**src/design/gsch_pkg.sv**
```systemverilog
package gsch_pkg;

	localparam int MAX_POINTS_DEF = 64;
	localparam int COORD_W = 16;
	// Hull runs need at least this many points, and the sort starts at this slot.
	localparam int MIN_HULL = 3;
	localparam int SORT_FIRST = 2;

	typedef struct packed {
		logic signed [COORD_W-1:0] y;
		logic signed [COORD_W-1:0] x;
	} point_t;

	typedef struct packed {
		point_t pt;
		logic   last;
	} qitem_t;

	typedef struct packed {
		logic start;
		logic full;
	} geom_req_t;

	typedef struct packed {
		logic done;
		logic result;
	} geom_rsp_t;

	typedef enum logic [4:0] {
		ST_LOAD,
		ST_SW0, ST_SW1, ST_SW2,
		ST_SO_KEY, ST_SO_KEYD, ST_SO_RD, ST_SO_RDD, ST_SO_GO, ST_SO_WT, ST_SO_PUT,
		ST_SC_I0, ST_SC_I1, ST_SC_I2, ST_SC_NEXT, ST_SC_PD, ST_SC_CHK, ST_SC_GO,
		ST_SC_WT, ST_SC_P1, ST_SC_P2, ST_SC_PUSH,
		ST_EM_SK, ST_EM_RD, ST_EM_OUT, ST_SM_RD
	} back_state_t;

	function automatic logic signed [COORD_W:0] diff17(
		input logic signed [COORD_W-1:0] a,
		input logic signed [COORD_W-1:0] b
	);
		logic signed [COORD_W:0] ea;
		logic signed [COORD_W:0] eb;
		ea = {a[COORD_W-1], a};
		eb = {b[COORD_W-1], b};
		return ea - eb;
	endfunction

endpackage

```
**src/design/gsch_geom.sv**
```systemverilog
module gsch_geom (
	input  logic               clk,
	input  logic               arst_n,
	input  gsch_pkg::point_t   a,
	input  gsch_pkg::point_t   b,
	input  gsch_pkg::point_t   c,
	input  gsch_pkg::geom_req_t req,
	output gsch_pkg::geom_rsp_t rsp
);
	import gsch_pkg::*;

	// One shared multiplier walks the products in turn: two for the turn,
	// then four squares for the two distances in a full ordering compare.
	logic               busy_q;
	logic               done_q;
	logic               full_q;
	logic [2:0]         step_q;
	logic signed [16:0] m_a;
	logic signed [16:0] m_b;
	logic signed [33:0] prod;
	logic signed [34:0] prod_x;
	logic signed [34:0] acc_t_q;
	logic signed [34:0] acc_p_q;
	logic signed [34:0] acc_q_q;

	always_comb begin
		case (step_q)
			3'd0: begin
				m_a = diff17(b.y, a.y);
				m_b = diff17(c.x, b.x);
			end
			3'd1: begin
				m_a = diff17(b.x, a.x);
				m_b = diff17(c.y, b.y);
			end
			3'd2: begin
				m_a = diff17(b.x, a.x);
				m_b = m_a;
			end
			3'd3: begin
				m_a = diff17(b.y, a.y);
				m_b = m_a;
			end
			3'd4: begin
				m_a = diff17(c.x, a.x);
				m_b = m_a;
			end
			default: begin
				m_a = diff17(c.y, a.y);
				m_b = m_a;
			end
		endcase
		prod = 34'(m_a) * 34'(m_b);
		prod_x = {prod[33], prod};
	end

	always_ff @(posedge clk) begin
		if (busy_q) begin
			case (step_q)
				3'd0: acc_t_q <= prod_x;
				3'd1: acc_t_q <= acc_t_q - prod_x;
				3'd2: acc_p_q <= prod_x;
				3'd3: acc_p_q <= acc_p_q + prod_x;
				3'd4: acc_q_q <= prod_x;
				default: acc_q_q <= acc_q_q + prod_x;
			endcase
		end
	end

	always_ff @(posedge clk or negedge arst_n) begin
		if (!arst_n) begin
			busy_q <= 1'b0;
			done_q <= 1'b0;
			full_q <= 1'b0;
			step_q <= 3'd0;
		end else begin
			done_q <= 1'b0;
			if (!busy_q) begin
				if (req.start) begin
					busy_q <= 1'b1;
					full_q <= req.full;
					step_q <= 3'd0;
				end
			end else if ((step_q == 3'd1 && !full_q) || step_q == 3'd5) begin
				busy_q <= 1'b0;
				done_q <= 1'b1;
			end else begin
				step_q <= step_q + 3'd1;
			end
		end
	end

	always_comb begin
		rsp.done = done_q;
		if (full_q && acc_t_q == 35'sd0) begin
			rsp.result = (acc_p_q < acc_q_q);
		end else begin
			rsp.result = (acc_t_q < 35'sd0);
		end
	end
endmodule

```
**config.mk**
```make
export PLATFORM = sky130hd
export DESIGN_NAME = gsch_geom
export DESIGN_NICKNAME = d
export VERILOG_FILES = /design/src/design/gsch_pkg.sv /design/src/design/gsch_geom.sv
export SDC_FILE = /design/constraint.sdc
export NUM_CORES = 2
export LEC_CHECK = 0
export BUFFER_PORTS_ARGS = -buffer_cell sky130_fd_sc_hd__clkbuf_2
export CAP_MARGIN = 10
export CORE_MARGIN = 2
export CORE_UTILIZATION = 50
export CTS_BUF_LIST = sky130_fd_sc_hd__clkbuf_16
export DETAILED_ROUTE_END_ITERATION = 7
export HOLD_SLACK_MARGIN = 0.1
export PLACE_DENSITY = 0.67
export SLEW_MARGIN = 0
export SYNTH_ARGS = -nofsm -noshare
export SYNTH_HDL_FRONTEND = slang
export SYNTH_SLANG_ARGS = --single-unit
```
**constraint.sdc**
```tcl
create_clock -name clk -period 14.33 [get_ports clk]
set_clock_uncertainty 0.1 [all_clocks]
set_input_delay 2.866 -clock clk [delete_from_list [all_inputs] [get_ports clk]]
set_output_delay 2.866 -clock clk [all_outputs]
set_load 0.05 [all_outputs]
```
# Word-level counts from Yosys, hierarchy flattened
# Index checks and enable logic that the tools add are counted.
[word_totals]
in_bits = 100
ff_bits = 111
output_inout_bits = 2
[classes]
add_sub_neg = 10
n_eq_ne = 6
n_reduce_logical = 17
magnitude_cmp = 2
bitwise_logic = 2
n_mul = 1
mux = 14
[op_table]
columns = ["operator", "count"]
rows = [
  ["$pmux W35 S2", 3],
  ["$sub A16 B16 Y17", 6],
  ["$pmux W17 S5", 1],
  ["$add A35 B34 Y35", 2],
  ["$pmux W17 S3", 1],
  ["$logic_not A35 Y1", 1],
  ["$lt A35 B1 Y1 const B", 1],
  ["$lt A35 B35 Y1", 1],
  ["$sub A35 B34 Y35", 1],
  ["$mul A17 B17 Y34", 1],
  ["$reduce_and A2 Y1", 5],
  ["$mux W3", 3],
  ["$eq A3 B2 Y1 const B", 2],
  ["$eq A3 B3 Y1 const B", 2],
  ["$mux W1", 6],
  ["$reduce_bool A2 Y1", 3],
  ["$reduce_or A2 Y1", 2],
  ["$reduce_or A4 Y1", 1],
  ["$add A3 B1 Y3 const B", 1],
  ["$eq A3 B1 Y1 const B", 1],
  ["$logic_not A3 Y1", 1],
  ["$logic_and A1 B1 Y1", 2],
  ["$ne A2 B2 Y1 const B", 1],
  ["$not A1 Y1", 2],
  ["2 further kinds", 2],
]

# Logic depth before layout (Yosys ltp)
[logic_depth]
word_depth = 6
ltp_mapped = 54
mapped_depth_nobuf = 53

# Least setup slack after synthesis
# OpenSTA, ideal clock, no wires.
[synth_path]
path_kind = "input to register"
start = "input port c[16] (netlist name)"
end = "register acc_t_q[33], data pin"
setup_time_ps = 276
cell_stages = 50
t_arrival_ps = 13479
required_time_ps = 13954
path_slack_ps = 475
n_path_buf = 1
cell_sequence = "inv_1 -> ha_1 -> inv_1 -> fa_1 -> a21o_1 -> a21oi_1 -> o21ai_0 -> a21o_1 -> a21oi_1 -> o21bai_1 -> a21o_1 -> a21o_1 -> a21o_1 -> a21o_1 -> a2111oi_0 -> a211o_1 -> buf_1 -> nand3_1 -> [14 not listed] -> a221oi_1 -> nand2_1 -> xnor2_1 -> ha_1 -> a21o_1 -> a211oi_1 -> nand3_1 -> o2111ai_1 -> a21oi_1 -> a211oi_2 -> nor4_1 -> o41a_2 -> o21ai_2 -> a31o_1 -> maj3_2 -> maj3_2 -> xor2_1 -> mux2i_1"
[synth_via]
elab_chain_cells = 5
word_cells_on_any_way = 7
cone_classes = "add/sub: 3; mul: 1; mux: 3"
[synth_lines]
columns = ["element", "line_no", "source"]
rows = [
  ["from (decl)", "gsch_geom.sv:6", "input gsch_pkg::point_t c,"],
  ["$sub A16 B16 Y17", "gsch_pkg.sv:46", "return ea - eb;"],
  ["$pmux W17 S5 or $pmux W17 S3 (tied branches)", "gsch_geom.sv:27", "case (step_q)"],
  ["$mul A17 B17 Y34 (*)", "gsch_geom.sv:53", "prod = 34'(m_a) * 34'(m_b);"],
  ["$sub A35 B34 Y35", "gsch_geom.sv:61", "3'd1: acc_t_q <= acc_t_q - prod_x;"],
  ["$pmux W35 S2 (*)", "gsch_geom.sv:59", "case (step_q)"],
  ["to (signal assigned)", "gsch_geom.sv:60", "3'd0: acc_t_q <= prod_x;"],
  ["to (signal assigned)", "gsch_geom.sv:61", ""],
  ["to (decl)", "gsch_geom.sv:22", "logic signed [34:0] acc_t_q;"],
]
# Mark *: on every way between the ends. The rest lies on a longest branch, timed or not.
# A chain may end at the register's enable or synchronous reset.

# Final worst setup path
[layout_path]
start = "input port a[17] (netlist name)"
end = "register acc_q_q[34], data pin"
[layout_via]
elab_chain_cells = 5
word_cells_on_any_way = 7
cone_classes = "add/sub: 3; mul: 1; mux: 3"
[layout_lines]
columns = ["element", "line_no", "source"]
rows = [
  ["from (decl)", "gsch_geom.sv:4", "input gsch_pkg::point_t a,"],
  ["$sub A16 B16 Y17", "gsch_pkg.sv:46", ""],
  ["$pmux W17 S5 or $pmux W17 S3 (tied branches)", "gsch_geom.sv:27", ""],
  ["$mul A17 B17 Y34 (*)", "gsch_geom.sv:53", ""],
  ["$add A35 B34 Y35", "gsch_geom.sv:65", "default: acc_q_q <= acc_q_q + prod_x;"],
  ["$pmux W35 S2 (*)", "gsch_geom.sv:59", ""],
  ["to (signal assigned)", "gsch_geom.sv:64", "3'd4: acc_q_q <= prod_x;"],
  ["to (signal assigned)", "gsch_geom.sv:65", ""],
  ["to (decl)", "gsch_geom.sv:24", "logic signed [34:0] acc_q_q;"],
]
# Marked as above.

==> metrics <==
kind of critical path in2reg; cell count after synthesis approximately 3.1k; DR WL/cell 18.3 microns; CP startpoint a[17]; CTS Buffer Depth 2; share of cells above drive strength 1 0.108; first-pass GRT wire length roughly 120 mm; clk_lat worst skew 0.38 ns; GRT Util Overall 0.277; Critical Path AT 13.78 ns; max-cap violations 0; core area a little over 0.05 sq mm; number of primary I/O pins 102; Syn Area/Cell ~8.3 sq um; H-tree Lvls 3; Sink Count 111; period utilization 0.960; total global routing overflow 0; dpl hpwl between 60 and 70 mm; endpoints failing setup 0; Rows 83; I/O Buffers 101; Layout area overhead 10.7%; vias per std cell 5.69; Syn Nets slightly below 4k; Starting Density 0.508; Yosys top cell area share 0.234; Post-synth EDFFs 105; Setup WS pre-CTS -0.177 ns; # diodes 0; DRT antenna net count 0; root buf cell clkbuf_16; vias in the first global route 23.9k; Final Max Slew Viols 0; top_reg_cell synth edfxtp_1; slowest stage delay, CP between 0.5 and 0.6 ns; CTS tree done; vias roughly 23k; Pre-antenna DRT Iters 6; critical path peak fanout 4; delay-heaviest family, CP adder cells; Distinct cells, synth 82; Fillers 4747; GPL Wtd Cong a little under 1; drt total wl 73.3 mm; WP buf/inv 5; Area contributors post-synth fa_1, ha_1, edfxtp_1; Die W around 230 microns; DIE AREA between 0.05 and 0.06 sq mm; number of nets in the layout 4058; Remaining DRCs 0; Final TNS setup 0 ns; Slew @ Worst Pin 0.904 ns; post-layout util 0.562; Inserted Clock Buffers 9; Setup crit start kind primary input; Fin. Hold Viols 0; crit path capture type flop; min-delay src busy_q; Worst EP required 14.36 ns; Die Ht 233 microns; synthesized flop and latch total around 110; Critical-path top delay cell fa_1; post-synth top area cell fa_1; f_max 72.7 MHz; Slew HR 0.393; post-synthesis cell area 0.0262 sq mm; 1st-iter DRT viols ~1.4k; worst reg2reg path startpoint step_q[0]; worst setup margin 0.576 ns; ys async rst share 0.0541; Most common cell on crit path fa_1; register area share after synthesis 0.126; post-layout minimum cycle time 13.75 ns; pin count of the biggest net entering global routing 53; Hold WC Path Type reg2reg; Syn. warnings 0; initial antenna violation count 0; status finished, final reports clean; clk slew on worst S/H paths 0.08 ns
==> state kept, by name, summed over array words and instances, names as in the netlist <==
register and count:
acc_p_q 35, acc_q_q 35, acc_t_q 35, step_q 3, busy_q 1, done_q 1, full_q 1
==> synthesized netlist by cell type (all sizes together), types with 5 or more instances <==
| cell type | number |
|---|---|
| nor2 | 235 |
| or2 | 20 |
| o41ai | 5 |
| a2111oi | 5 |
| and2 | 44 |
| a221oi | 9 |
| clkbuf | 57 |
| xor2 | 60 |
| o31ai | 16 |
| o21bai | 16 |
| dfrtp | 6 |
| inv | 539 |
| fa | 306 |
| a311oi | 5 |
| a21oi | 195 |
| nand3b | 6 |
| o221ai | 7 |
| o22ai | 13 |
| a21boi | 26 |
| nand2 | 318 |
| xnor2 | 127 |
| and3 | 18 |
| nor3 | 36 |
| a31oi | 20 |
| nor2b | 52 |
| or3 | 24 |
| nor4 | 15 |
| mux2i | 6 |
| nand4 | 16 |
| a22oi | 15 |
| edfxtp | 105 |
| o211ai | 10 |
| a31o | 5 |
| nand3 | 53 |
| a21o | 90 |
| a211oi | 18 |
| a211o | 10 |
| nand2b | 32 |
| o21ai | 177 |
| o21a | 22 |
| ha | 319 |
| buf | 11 |
| a221o | 8 |
| o31a | 6 |
==> worst register-to-register path: cells and delay by family, from the launching register on <==
| family | cells | cell delay, ns |
|---|---|---|
| simple gates | 14 | 4.11 |
| compound gates | 10 | 2.28 |
| buf+inv | 7 | 0.84 |
| flops | 1 | 0.43 |
| xor+xnor | 2 | 0.52 |
| fa+ha+maj | 9 | 3.58 |
==> logic make-up after synthesis <==
| family | share of synthesized area |
|---|---|
| XOR/XNOR | 0.0629 |
| multiplexers | 0.00359 |
| AND/OR/NAND/NOR | 0.157 |
| AO/OA/AOI/OAI | 0.174 |
| flip-flops | 0.126 |
| buffers and inverters | 0.0872 |
| adder cells (fa/ha/maj) | 0.388 |
==> final timing paths <==
check                                    to  cells past startpoint  slack [ns]
worst max-delay path            acc_q_q[34]                     45        0.58
worst min-delay path              step_q[1]                      2        0.50
worst max register to register  acc_q_q[34]                     42        2.24
worst min register to register    step_q[1]                      2        0.50
max in group asynchronous            done_q                      1       11.78
min in group asynchronous         step_q[1]                      1        2.20
==> layer usage <==
metal / GRT usage / up-vias / wire length [microns]
met3: 0.0243 / 163 / 3710
met5: 0 / - / 0
met4: 0.114 / 0 / 2910
met1: 0.348 / 11075 / 31300
li1: - / 10916 / -
met2: 0.488 / 715 / 35400
==> placed cells by master, fill, tap and decap left out, drive strengths merged, types with 13 or more instances in the layout <==
master	n
inv	545
ha	319
nand2	318
fa	306
nor2	235
a21oi	195
o21ai	177
buf	148
xnor2	127
clkbuf	110
edfxtp	105
a21o	90
xor2	60
nand3	53
nor2b	52
and2	44
nor3	36
nand2b	32
a21boi	26
or3	24
o21a	22
or2	20
a31oi	20
and3	18
a211oi	18
o31ai	16
nand4	16
o21bai	16
a22oi	15
nor4	15
o22ai	13
==> what timing repair did <==
item,4_1_cts,5_1_grt
setup endpoints to repair,0,16
buffers inserted,0,7
gates resized for setup,0,85
hold buffers,0,0
==> layout make-up <==
type | instances | area [sq um] | area share
well taps | 680 | 851 | 0.0294
inverters | 539 | 2020 | 0.0699
multi-input cells | 2423 | 20900 | 0.721
flip-flops and latches | 111 | 3300 | 0.114
clock inverters | 7 | 46.3 | 0.00160
clock buffers | 9 | 225 | 0.00778
repair buffers | 249 | 1640 | 0.0567
==> stage by stage <==
step / instances / hold WS [ns] / instance area [sq um]
after CTS: 4011 / 0.504 / 28700
after global placement: 3995 / 0.443 / 28400
final: 4018 / 0.499 / 29000
after floorplan: 3141 / 0.411 / 26200
after global routing: 4018 / 0.536 / 29000
after detailed placement: 3995 / 0.472 / 28400
Power is not shown: default switching activity piles up to over one toggle a cycle in this logic, so the estimate is an artifact.
