**src/design/gsch_pkg.sv**
```systemverilog
package gsch_pkg;

	localparam int MAX_POINTS_DEF = 64;
	localparam int COORD_W = 16;
	// Hull runs need at least this many points, and the sort starts at this slot.
	localparam int MIN_HULL = 3;
	localparam int SORT_FIRST = 2;

	typedef struct packed {
		logic signed [COORD_W-1:0] y;
		logic signed [COORD_W-1:0] x;
	} point_t;

	typedef struct packed {
		point_t pt;
		logic   last;
	} qitem_t;

	typedef struct packed {
		logic start;
		logic full;
	} geom_req_t;

	typedef struct packed {
		logic done;
		logic result;
	} geom_rsp_t;

	typedef enum logic [4:0] {
		ST_LOAD,
		ST_SW0, ST_SW1, ST_SW2,
		ST_SO_KEY, ST_SO_KEYD, ST_SO_RD, ST_SO_RDD, ST_SO_GO, ST_SO_WT, ST_SO_PUT,
		ST_SC_I0, ST_SC_I1, ST_SC_I2, ST_SC_NEXT, ST_SC_PD, ST_SC_CHK, ST_SC_GO,
		ST_SC_WT, ST_SC_P1, ST_SC_P2, ST_SC_PUSH,
		ST_EM_SK, ST_EM_RD, ST_EM_OUT, ST_SM_RD
	} back_state_t;

	function automatic logic signed [COORD_W:0] diff17(
		input logic signed [COORD_W-1:0] a,
		input logic signed [COORD_W-1:0] b
	);
		logic signed [COORD_W:0] ea;
		logic signed [COORD_W:0] eb;
		ea = {a[COORD_W-1], a};
		eb = {b[COORD_W-1], b};
		return ea - eb;
	endfunction

endpackage

```
**src/design/gsch_in_if.sv**
```systemverilog
interface gsch_in_if;
	logic        valid;
	logic        ready;
	logic [15:0] point_x;
	logic [15:0] point_y;
	logic        last_point;

	modport source(output valid, output point_x, output point_y, output last_point,
		input ready);
	modport sink(input valid, input point_x, input point_y, input last_point,
		output ready);
endinterface

```
**src/design/gsch_front.sv**
```systemverilog
module gsch_front (
	input  logic            clk,
	input  logic            arst_n,
	gsch_in_if.sink         points,
	output logic            q_valid,
	output gsch_pkg::qitem_t q_item,
	input  logic            q_ready
);
	import gsch_pkg::*;

	qitem_t     ent_q [2];
	logic       wp_q;
	logic       rp_q;
	logic [1:0] cnt_q;
	logic       push;
	logic       pop;
	qitem_t     in_item;

	assign points.ready = (cnt_q != 2'd2);
	assign push = points.valid && points.ready;
	assign pop = q_valid && q_ready;
	assign q_valid = (cnt_q != 2'd0);
	assign q_item = ent_q[rp_q];

	always_comb begin
		in_item.pt.x = points.point_x;
		in_item.pt.y = points.point_y;
		in_item.last = points.last_point;
	end

	always_ff @(posedge clk) begin
		if (push) begin
			ent_q[wp_q] <= in_item;
		end
	end

	always_ff @(posedge clk or negedge arst_n) begin
		if (!arst_n) begin
			wp_q <= 1'b0;
			rp_q <= 1'b0;
			cnt_q <= 2'd0;
		end else begin
			if (push) begin
				wp_q <= ~wp_q;
			end
			if (pop) begin
				rp_q <= ~rp_q;
			end
			case ({push, pop})
				2'b10: cnt_q <= cnt_q + 2'd1;
				2'b01: cnt_q <= cnt_q - 2'd1;
				default: cnt_q <= cnt_q;
			endcase
		end
	end
endmodule

```
**src/flat_wrapper.sv**
```systemverilog
// flat-port wrapper written by rule: the top's interface ports become plain ports
module gsch_front_flat import gsch_pkg::*;
  (clk, arst_n, q_valid, q_item, q_ready, points_valid, points_point_x, points_point_y, points_last_point, points_ready);
  gsch_in_if points_i ();
  input  logic clk;
  input  logic arst_n;
  output logic q_valid;
  output gsch_pkg::qitem_t q_item;
  input  logic q_ready;
  input wire logic [$bits(points_i.valid)-1:0] points_valid;
  input wire logic [$bits(points_i.point_x)-1:0] points_point_x;
  input wire logic [$bits(points_i.point_y)-1:0] points_point_y;
  input wire logic [$bits(points_i.last_point)-1:0] points_last_point;
  output wire logic [$bits(points_i.ready)-1:0] points_ready;
  assign points_i.valid = points_valid;
  assign points_i.point_x = points_point_x;
  assign points_i.point_y = points_point_y;
  assign points_i.last_point = points_last_point;
  assign points_ready = points_i.ready;
  gsch_front u_core (.clk(clk), .arst_n(arst_n), .points(points_i), .q_valid(q_valid), .q_item(q_item), .q_ready(q_ready));
endmodule
```
**config.mk**
```make
export PLATFORM = sky130hd
export DESIGN_NAME = gsch_front_flat
export DESIGN_NICKNAME = d
export VERILOG_FILES = /design/src/design/gsch_pkg.sv /design/src/design/gsch_in_if.sv /design/src/design/gsch_front.sv /design/src/flat_wrapper.sv
export SDC_FILE = /design/constraint.sdc
export NUM_CORES = 1
export LEC_CHECK = 0
export BUFFER_PORTS_ARGS = -buffer_cell sky130_fd_sc_hd__buf_2
export CORE_ASPECT_RATIO = 1.5
export CORE_MARGIN = 1
export CORE_UTILIZATION = 45
export CTS_CLUSTER_DIAMETER = 100
export DETAILED_ROUTE_END_ITERATION = 7
export HOLD_SLACK_MARGIN = 0.15
export PLACE_DENSITY_LB_ADDON = 0.2
export SETUP_SLACK_MARGIN = 0.4
export SYNTH_ARGS = -nofsm -noshare
export SYNTH_HDL_FRONTEND = slang
export SYNTH_SLANG_ARGS = --single-unit
export TNS_END_PERCENT = 20
```
**constraint.sdc**
```tcl
create_clock -name clk -period 2.7 [get_ports clk]
set_clock_uncertainty 0.2 [all_clocks]
set_input_delay 0.405 -clock clk [delete_from_list [all_inputs] [get_ports clk]]
set_output_delay 0.405 -clock clk [all_outputs]
set_load 0.05 [all_outputs]
```
### Word level (Yosys, flattened, before mapping)

Memories as Yosys holds them, arrays and structs flattened.
Cells that the tools add are included.

| word-level totals | value |
|---|---|
| flip-flop bits (word level) | 4 |
| memory bits (writable) | 66 |
| input bits | 37 |
| output and inout port bits | 35 |
| logic and storage cells | 18 |
| memories kept | 1 |

Memory list:

| name | words | bits a word | rd ports | clocked after memory_dff | wr ports | line | source |
|---|---|---|---|---|---|---|---|
| u_core.ent_q | 2 | 33 | 1 | 0 | 1 | gsch_front.sv:11 | `qitem_t ent_q [2];` |

| cells by class | value |
|---|---|
| add/subtract/negate cells | 2 |
| equal/unequal tests | 3 |
| muxes and demuxes | 3 |
| bitwise operators | 2 |
| reductions and logical operators | 4 |

Operators with widths:

| operator | number |
|---|---|
| 2-bit case mux with 2 select lines | 1 |
| 2-bit nonzero test | 2 |
| 2-bit by 1-bit adder with 2-bit output, second input constant | 1 |
| 2-bit by 1-bit == test with 1-bit output, second input constant | 1 |
| 2-bit == test, second input constant | 1 |
| 1-bit logical AND | 2 |
| 1-bit 2-to-1 mux | 2 |
| 2-bit inequality test, second input constant | 1 |
| 1-bit inverter | 2 |
| 2-bit by 1-bit subtractor with 2-bit output, second input constant | 1 |

### Depth between registers and ports, before layout

Gate-level depths: netlist of run 1.

| logic depth | value |
|---|---|
| word-level depth | 4 |
| mapped depth | 6 |
| depth with buffers taken out | 6 |

### Least setup slack after synthesis of run 1

Ideal clock, no wire load.

| path | value |
|---|---|
| kind | register to register |
| start | register u_core.cnt_q[0] |
| end | memory u_core.ent_q[0][0] in the netlist's numbering, enable pin |
| setup time | 423 ps |
| arrival | 2475 ps |
| data required time | 2077 ps |
| slack | -398 ps |
| stages on the path, launching flop included | 4 |
| path buffers | 0 |
| period minus slack after synthesis | 3098 ps |
| path through | dfrtp_1 nand2b_1 nand2_1 nor2_1 |

| on the way | value |
|---|---|
| longest elaborated chain between the ends | 4 |

Ends and longest elaborated chain:

| element | line | source |
|---|---|---|
| start: declaration | gsch_front.sv:14 | `logic [1:0] cnt_q;` |
| start signal: assignment | gsch_front.sv:50 | `2'b10: cnt_q <= cnt_q + 2'd1;` |
| start signal: assignment | gsch_front.sv:51 | `2'b01: cnt_q <= cnt_q - 2'd1;` |
| start signal: assignment | gsch_front.sv:52 | `default: cnt_q <= cnt_q;` |
| 2-bit inequality test | gsch_front.sv:19 | `assign points.ready = (cnt_q != 2'd2);` |
| net points_ready | flat_wrapper.sv:14 | `output wire logic [$bits(points_i.ready)-1:0] points_ready;` |
| 1-bit logical AND | gsch_front.sv:20 | `assign push = points.valid && points.ready;` |
| 1-bit 2-to-1 mux | gsch_front.sv:32 | `if (push) begin` |
| 1-bit 2-to-1 mux (implied by the code) | gsch_front.sv:33 | `ent_q[wp_q] <= in_item;` |
| end: declaration | gsch_front.sv:11 |  |

The timed path passes the listed nets, and every way through them passes these cells.

==> results.ini, run 1 <==
[floorplanning]
chipHeight_um=94.98
start_util=0.4723
num_rows=33
dieArea_um2=6078
io_pins=72
fp.dieW_um=63.99
core_um2=5492

[sta]
drv_slew=0
rsz0062_at_grt=no
relSlewSlack=0.4763
hold_viol_final=0
finalCritPeriodShare=0.8115
setup_tns_ps=0
fmax_mhz=456.4
worst_pin_slew_ps=785.5
setup-violations-final=0
fin_crit_ps=2191

[grt]
grt_pass1_wl_mm=6.796
grt_pass1_vias=1546
grt_util_all_layers=0.1585
antenna_found_initial=0
gr-total-overflow=0
grt_max_degree=34

[clocking]
post_cts_resized=0
cts_max_level=3
cts.reportedPaths.clkPinSlew_ps=60
clk_latency_ps=320
post-cts-setup-buffers=0
cts_hold_buf=34
cts_num_sinks=70
cts_tree=built
cts-root-buf=clkbuf_8
clk_path_buf_depth=2
numCtsBuffers=9

[yosys]
ys_seq_area_frac=0.8027
synth-simple-area-share=0.01495
yosys_register_bits=70
synth_compound_gate_area_share=0
synth_top_area_frac=0.7641
synthesis.instances=120
synth_top_area_cell=edfxtp_1
synth.area.top_cells=edfxtp_1 (76%), mux2_2 (13%), dfrtp_1 (3.9%), buf_6 (1.7%), xnor2_1 (1.0%)
ys_types=14
yosysWarnings=0
synthXorXnorAreaFrac=0.01688
syn_avg_cell_area_um2=21.61
syn-cell-area_um2=2594
synth-adder-area-share=0.004824
synth_top_family_by_area=multiplexers
syn_nets=158
synth.area.mux_share=0.1433

[pwr]
p_leak_nw=1.348
intPower_mw=2.345
switchingPower_mw=1.690
total_power_mw=4.035
powerDensity_nw_per_um2=1146
sw_frac_of_total=0.4189
pwr-share-comb=0.451
p_seq_frac=0.389
ir_drop_uv=691.3
clkPwrFrac=0.160

[detailed_routing]
vias_per_cell=4.672
num_vias=1439
wl_mm=4.468
avgRoutedWirePerCell_um=14.51
final_antenna_net_count=0
dr.pass1.iters=4
drtIter0Drc=26
remaining_drc_errors=0

[critical_path]
crit_path_max_incr_delay_ps=380
crit_type=reg2out
crit_slowest_cell=mux2_2
cp.arrival_ps=1590
crit_path_max_fanout=25
cp_cell_sequence=buf_4 -> mux2_2 -> buf_2
crit_family=buffers and inverters
crit_required_ps=2100
critPathBufInv=2
cp-start-kind=flop
worstSetupEndpointType=output pin

[min_path]
hold_path_class=in2reg

[place]
gp_congestion=0.6866
hpwl_mm=2.809
port_buffers=71

[final_layout]
final_cell_mix=buf_2 (71), edfxtp_1 (66), dlygate4sd3_1 (34), mux2_2 (31), clkbuf_8 (9)
layout-drive-gt1-share=0.5000
area_delta_synth_final_pct=35.75
layout_commonest_cell=buf_2
nets=273
insertedDiodeCount=0

[status]
outcome=completed

[run]
drv_cap=0

[routing by layer]
metal  up-vias  track usage  wire length [µm]
met5         -            0                 0
met4         0      0.08523                72
met2        44       0.2943              2569
met3         6      0.04710               197
li1        700            -                 -
met1       689       0.1548              1628
[cell type report]
class | count | area, µm²
Clock inverter | 3 | 13.76
Timing Repair Buffer | 108 | 730.7
Multi-Input combinational cell | 46 | 475.5
Fill cell | 415 | 1971
Sequential cell | 70 | 2082
Clock buffer | 11 | 131.4
Tap cell | 70 | 87.58
[worst register-to-register path: stages, from the launching register on]
cell      delay, ps
dfrtp_1         420
nand2b_1        160
and3_2          720
[final timing paths]
path	start	end	slack, ps	cells past startpoint
max reg2reg	u_core.cnt_q[0]	u_core.ent_q[1][0]	820	2
max	u_core.rp_q	q_item[25]	510	3
max in group asynchronous	arst_n	u_core.wp_q	1970	2
min reg2reg	u_core.cnt_q[1]	u_core.cnt_q[1]	300	1
min	q_ready	u_core.rp_q	190	3
min in group asynchronous	arst_n	u_core.rp_q	210	2
[cells by family (layout without fill, tap and decap cells)]
logic type / after synthesis / after routing
flops: 70 / 70
buf+inv: 4 / 122
simple gates: 7 / 7
mux: 33 / 33
xor+xnor: 5 / 5
fa+ha+maj: 1 / 1
[synthesized netlist by cell type (all sizes together)]
| master | number |
|---|---|
| and3 | 1 |
| edfxtp | 66 |
| xnor2 | 3 |
| dfrtp | 4 |
| or2 | 1 |
| xor2 | 2 |
| mux2 | 33 |
| buf | 4 |
| nand2b | 1 |
| and2 | 1 |
| ha | 1 |
| nor2 | 2 |
| nand2 | 1 |
[power groups by stage]
stage,registers [mW],logic (mW),clock network [mW]
floorplan,1.57,1.47,0
global placement,1.57,1.77,0
detailed placement,1.59,1.80,0
CTS,1.57,1.84,0.670
global route,1.59,1.92,0.708
finish,1.57,1.82,0.647
[sequential cells by signal, indices dropped and copies added, names as in the netlist]
register / flops
u_core.ent_q: 66
u_core.cnt_q: 2
u_core.rp_q: 1
u_core.wp_q: 1
[stage by stage]
stage / utilization / setup WS [ps] / cell area, µm² / hold WS, ps / instances
after floorplan: - / 302.8 / 2601 / -90.59 / 120
after global placement: 0.5527 / 840.3 / 3035 / 10.71 / 260
after detailed placement: 0.5527 / 806.8 / 3035 / 14.30 / 260
after CTS: 0.6411 / 473.7 / 3521 / 176.0 / 308
after global routing: 0.6411 / 417.0 / 3521 / 189.1 / 308
final: 0.6411 / 509.0 / 3521 / 193.2 / 308
Note: power is estimated with default switching activity, not from simulation.
==> run 2, diff against run 1 <==
- clock period: 2.7 -> 2.1 ns (I/O delays scaled with it)
==> run 2 against run 1 <==
Against the previous run: critical endpoint is now q_item[2]; register-to-register slack worse by 560 ps; worst hold slack worse by 100 ps; critical path depth stayed put; critical path type unchanged.
==> results.ini, run 2 (synthesis results as in run 1) <==
[floorplanning]
start_util=0.4723  ; unchanged
num_rows=33  ; unchanged
chipHeight_um=94.98  ; unchanged
fp.dieW_um=63.99  ; unchanged
core_um2=5492  ; unchanged
io_pins=72  ; unchanged
dieArea_um2=6078  ; unchanged

[final_layout]
nets=280  ; was 273
final_cell_mix=edfxtp_1 (66), buf_2 (52), dlygate4sd3_1 (36), mux2_2 (31), buf_4 (24)  ; was buf_2 (71), edfxtp_1 (66), dlygate4sd3_1 (34), mux2_2 (31), clkbuf_8 (9)
stdcell_count=317  ; was 308
layout_commonest_cell=edfxtp_1  ; was buf_2
largest_register=u_core.ent_q  ; unchanged
top_regs=u_core.ent_q: 66 flops, u_core.cnt_q: 2 flops  ; unchanged
layout-drive-gt1-share=0.5223  ; was 0.5000
area_delta_synth_final_pct=43.95  ; was 35.75%
largest_register_ffs=66  ; unchanged
insertedDiodeCount=0  ; unchanged
fin_area_um2=3734  ; was 3521 µm²

[detailed_routing]
dr.pass1.iters=4  ; unchanged
final_antenna_net_count=0  ; unchanged
wl_mm=4.751  ; was 4.468 mm
vias_per_cell=4.678  ; was 4.672
avgRoutedWirePerCell_um=14.99  ; was 14.51 µm
drtIter0Drc=35  ; was 26
remaining_drc_errors=0  ; unchanged
num_vias=1483  ; was 1439

[grt]
grt_pass1_wl_mm=7.251  ; was 6.796 mm
grt_util_all_layers=0.1701  ; was 0.1585
antenna_found_initial=0  ; unchanged
gr-total-overflow=0  ; unchanged
grt_max_degree=22  ; was 34
grt_pass1_vias=1586  ; was 1546

[sta]
fin_crit_ps=2039
setup-violations-final=0  ; unchanged
finalCritPeriodShare=0.9711
fmax_mhz=490.4
setup_tns_ps=0  ; unchanged
relSlewSlack=0.8149  ; was 0.4763
hold_viol_final=0  ; unchanged
worst_pin_slew_ps=277.7  ; was 785.5 ps
drv_slew=0  ; unchanged
holdWs_ps=90.10  ; was 193.2 ps
rsz0062_at_grt=yes  ; was no

[min_path]
hold_path_depth=3  ; unchanged
hp-start=q_ready  ; unchanged
hold_path_class=in2reg  ; unchanged
hold_end=u_core.rp_q  ; unchanged

[run]
drv_cap=0  ; unchanged

[clocking]
cts.reportedPaths.clkPinSlew_ps=60  ; about the same
cts_num_sinks=70  ; unchanged
cts_hold_buf=36  ; was 34
clk_path_buf_depth=2  ; unchanged
cts_max_level=3  ; unchanged
cts_tree=built  ; unchanged
clk_latency_ps=330  ; was 320 ps
cts-root-buf=clkbuf_8  ; unchanged
numCtsBuffers=9  ; unchanged

[critical_path]
worstRegToRegCells=5  ; was 2
crit_required_ps=1580  ; was 2100 ps
cp-start-kind=flop  ; unchanged
worstSetupEndpointType=output pin  ; unchanged
r2r_end=u_core.cnt_q[1]  ; was u_core.ent_q[1][0]
crit_path_max_fanout=13  ; was 25
cp.arrival_ps=1520  ; was 1590 ps
crit_type=reg2out  ; unchanged
cp-startpoint=u_core.rp_q  ; unchanged
ff2ff_setup_slack_ps=260  ; was 820 ps
crit-reg2reg-launch=u_core.cnt_q[0]  ; unchanged

[place]
gp_congestion=0.6607  ; was 0.6866
dp_cells=263  ; was 260
port_buffers=71  ; unchanged
hpwl_mm=2.940  ; was 2.809 mm
placed_area_um2=3063  ; was 3035 µm²

[pwr]
p_leak_nw=1.447  ; was 1.348 nW
ir_drop_uv=1142  ; was 691.3 µV
powerDensity_nw_per_um2=1546  ; was 1146 nW/µm²
total_power_mw=5.773  ; was 4.035 mW

[status]
outcome=completed  ; unchanged

## run 2: changes by cell type in the layout (fill, tap and decap cells not counted), moves of 2 or more
cell           change
clkinv_1           +2
bufinv_16          +2
buf_4             +22
dlygate4sd3_1      +2
buf_2             -19
## run 2: metal layers
layer | wire, µm | track usage | share of wire
met5 | 0 | 0 | 0
met4 | 153 | 0.1117 | 0.032
met3 | 213 | 0.04469 | 0.045
met2 | 2561 | 0.2926 | 0.54
met1 | 1823 | 0.1830 | 0.38
## run 2: stage by stage
stage,worst slack (ps),utilization
2_1_floorplan,244.5,-
3_3_place_gp,374.2,0.5578
3_5_place_dp,301.1,0.5578
4_1_cts,57.17,0.6648
5_1_grt,25.25,0.6799
6_report,60.67,0.6799
## run 2: area by class of cell
class	instances	area [µm²]
well taps	70	87.58
multi-input cells	46	493.0
clock buffers	10	127.6
repair buffers	115	865.8
fillers	372	1758
flip-flops and latches	70	2083
clock inverters	6	76.32
## run 2: worst max-delay path by stage
| stage | slack [ps] | to | cells past startpoint |
|---|---|---|---|
| 6_report | 60 | q_item[2] | 3 |
| 5_1_grt | 30 | q_item[13] | 3 |
| 4_1_cts | 60 | q_item[16] | 3 |
| 3_5_place_dp | 300 | u_core.cnt_q[1] | 5 |
| 3_3_place_gp | 370 | q_item[16] | 3 |
| 2_1_floorplan | 240 | u_core.ent_q[0][0] | 3 |
## run 2: critical path, stage by stage (launching register included)
cell and delay, ps:
dfrtp_2 470, buf_12 170, mux2_2 340, buf_2 210
## run 2: repair_timing
item                                    4_1_cts  5_1_grt
cloned                                        0        1
buffers inserted                              1        0
gates resized for setup                       4       41
endpoints found under the setup margin       36       36
endpoints found under the hold margin        72        1
## run 2: power by group
group	leakage [nW]	switching (mW)	internal [mW]
clock	0.103	0.460	0.655
combinational	0.686	1.69	0.921
sequential	0.659	0.129	1.92
total	1.45	2.28	3.49
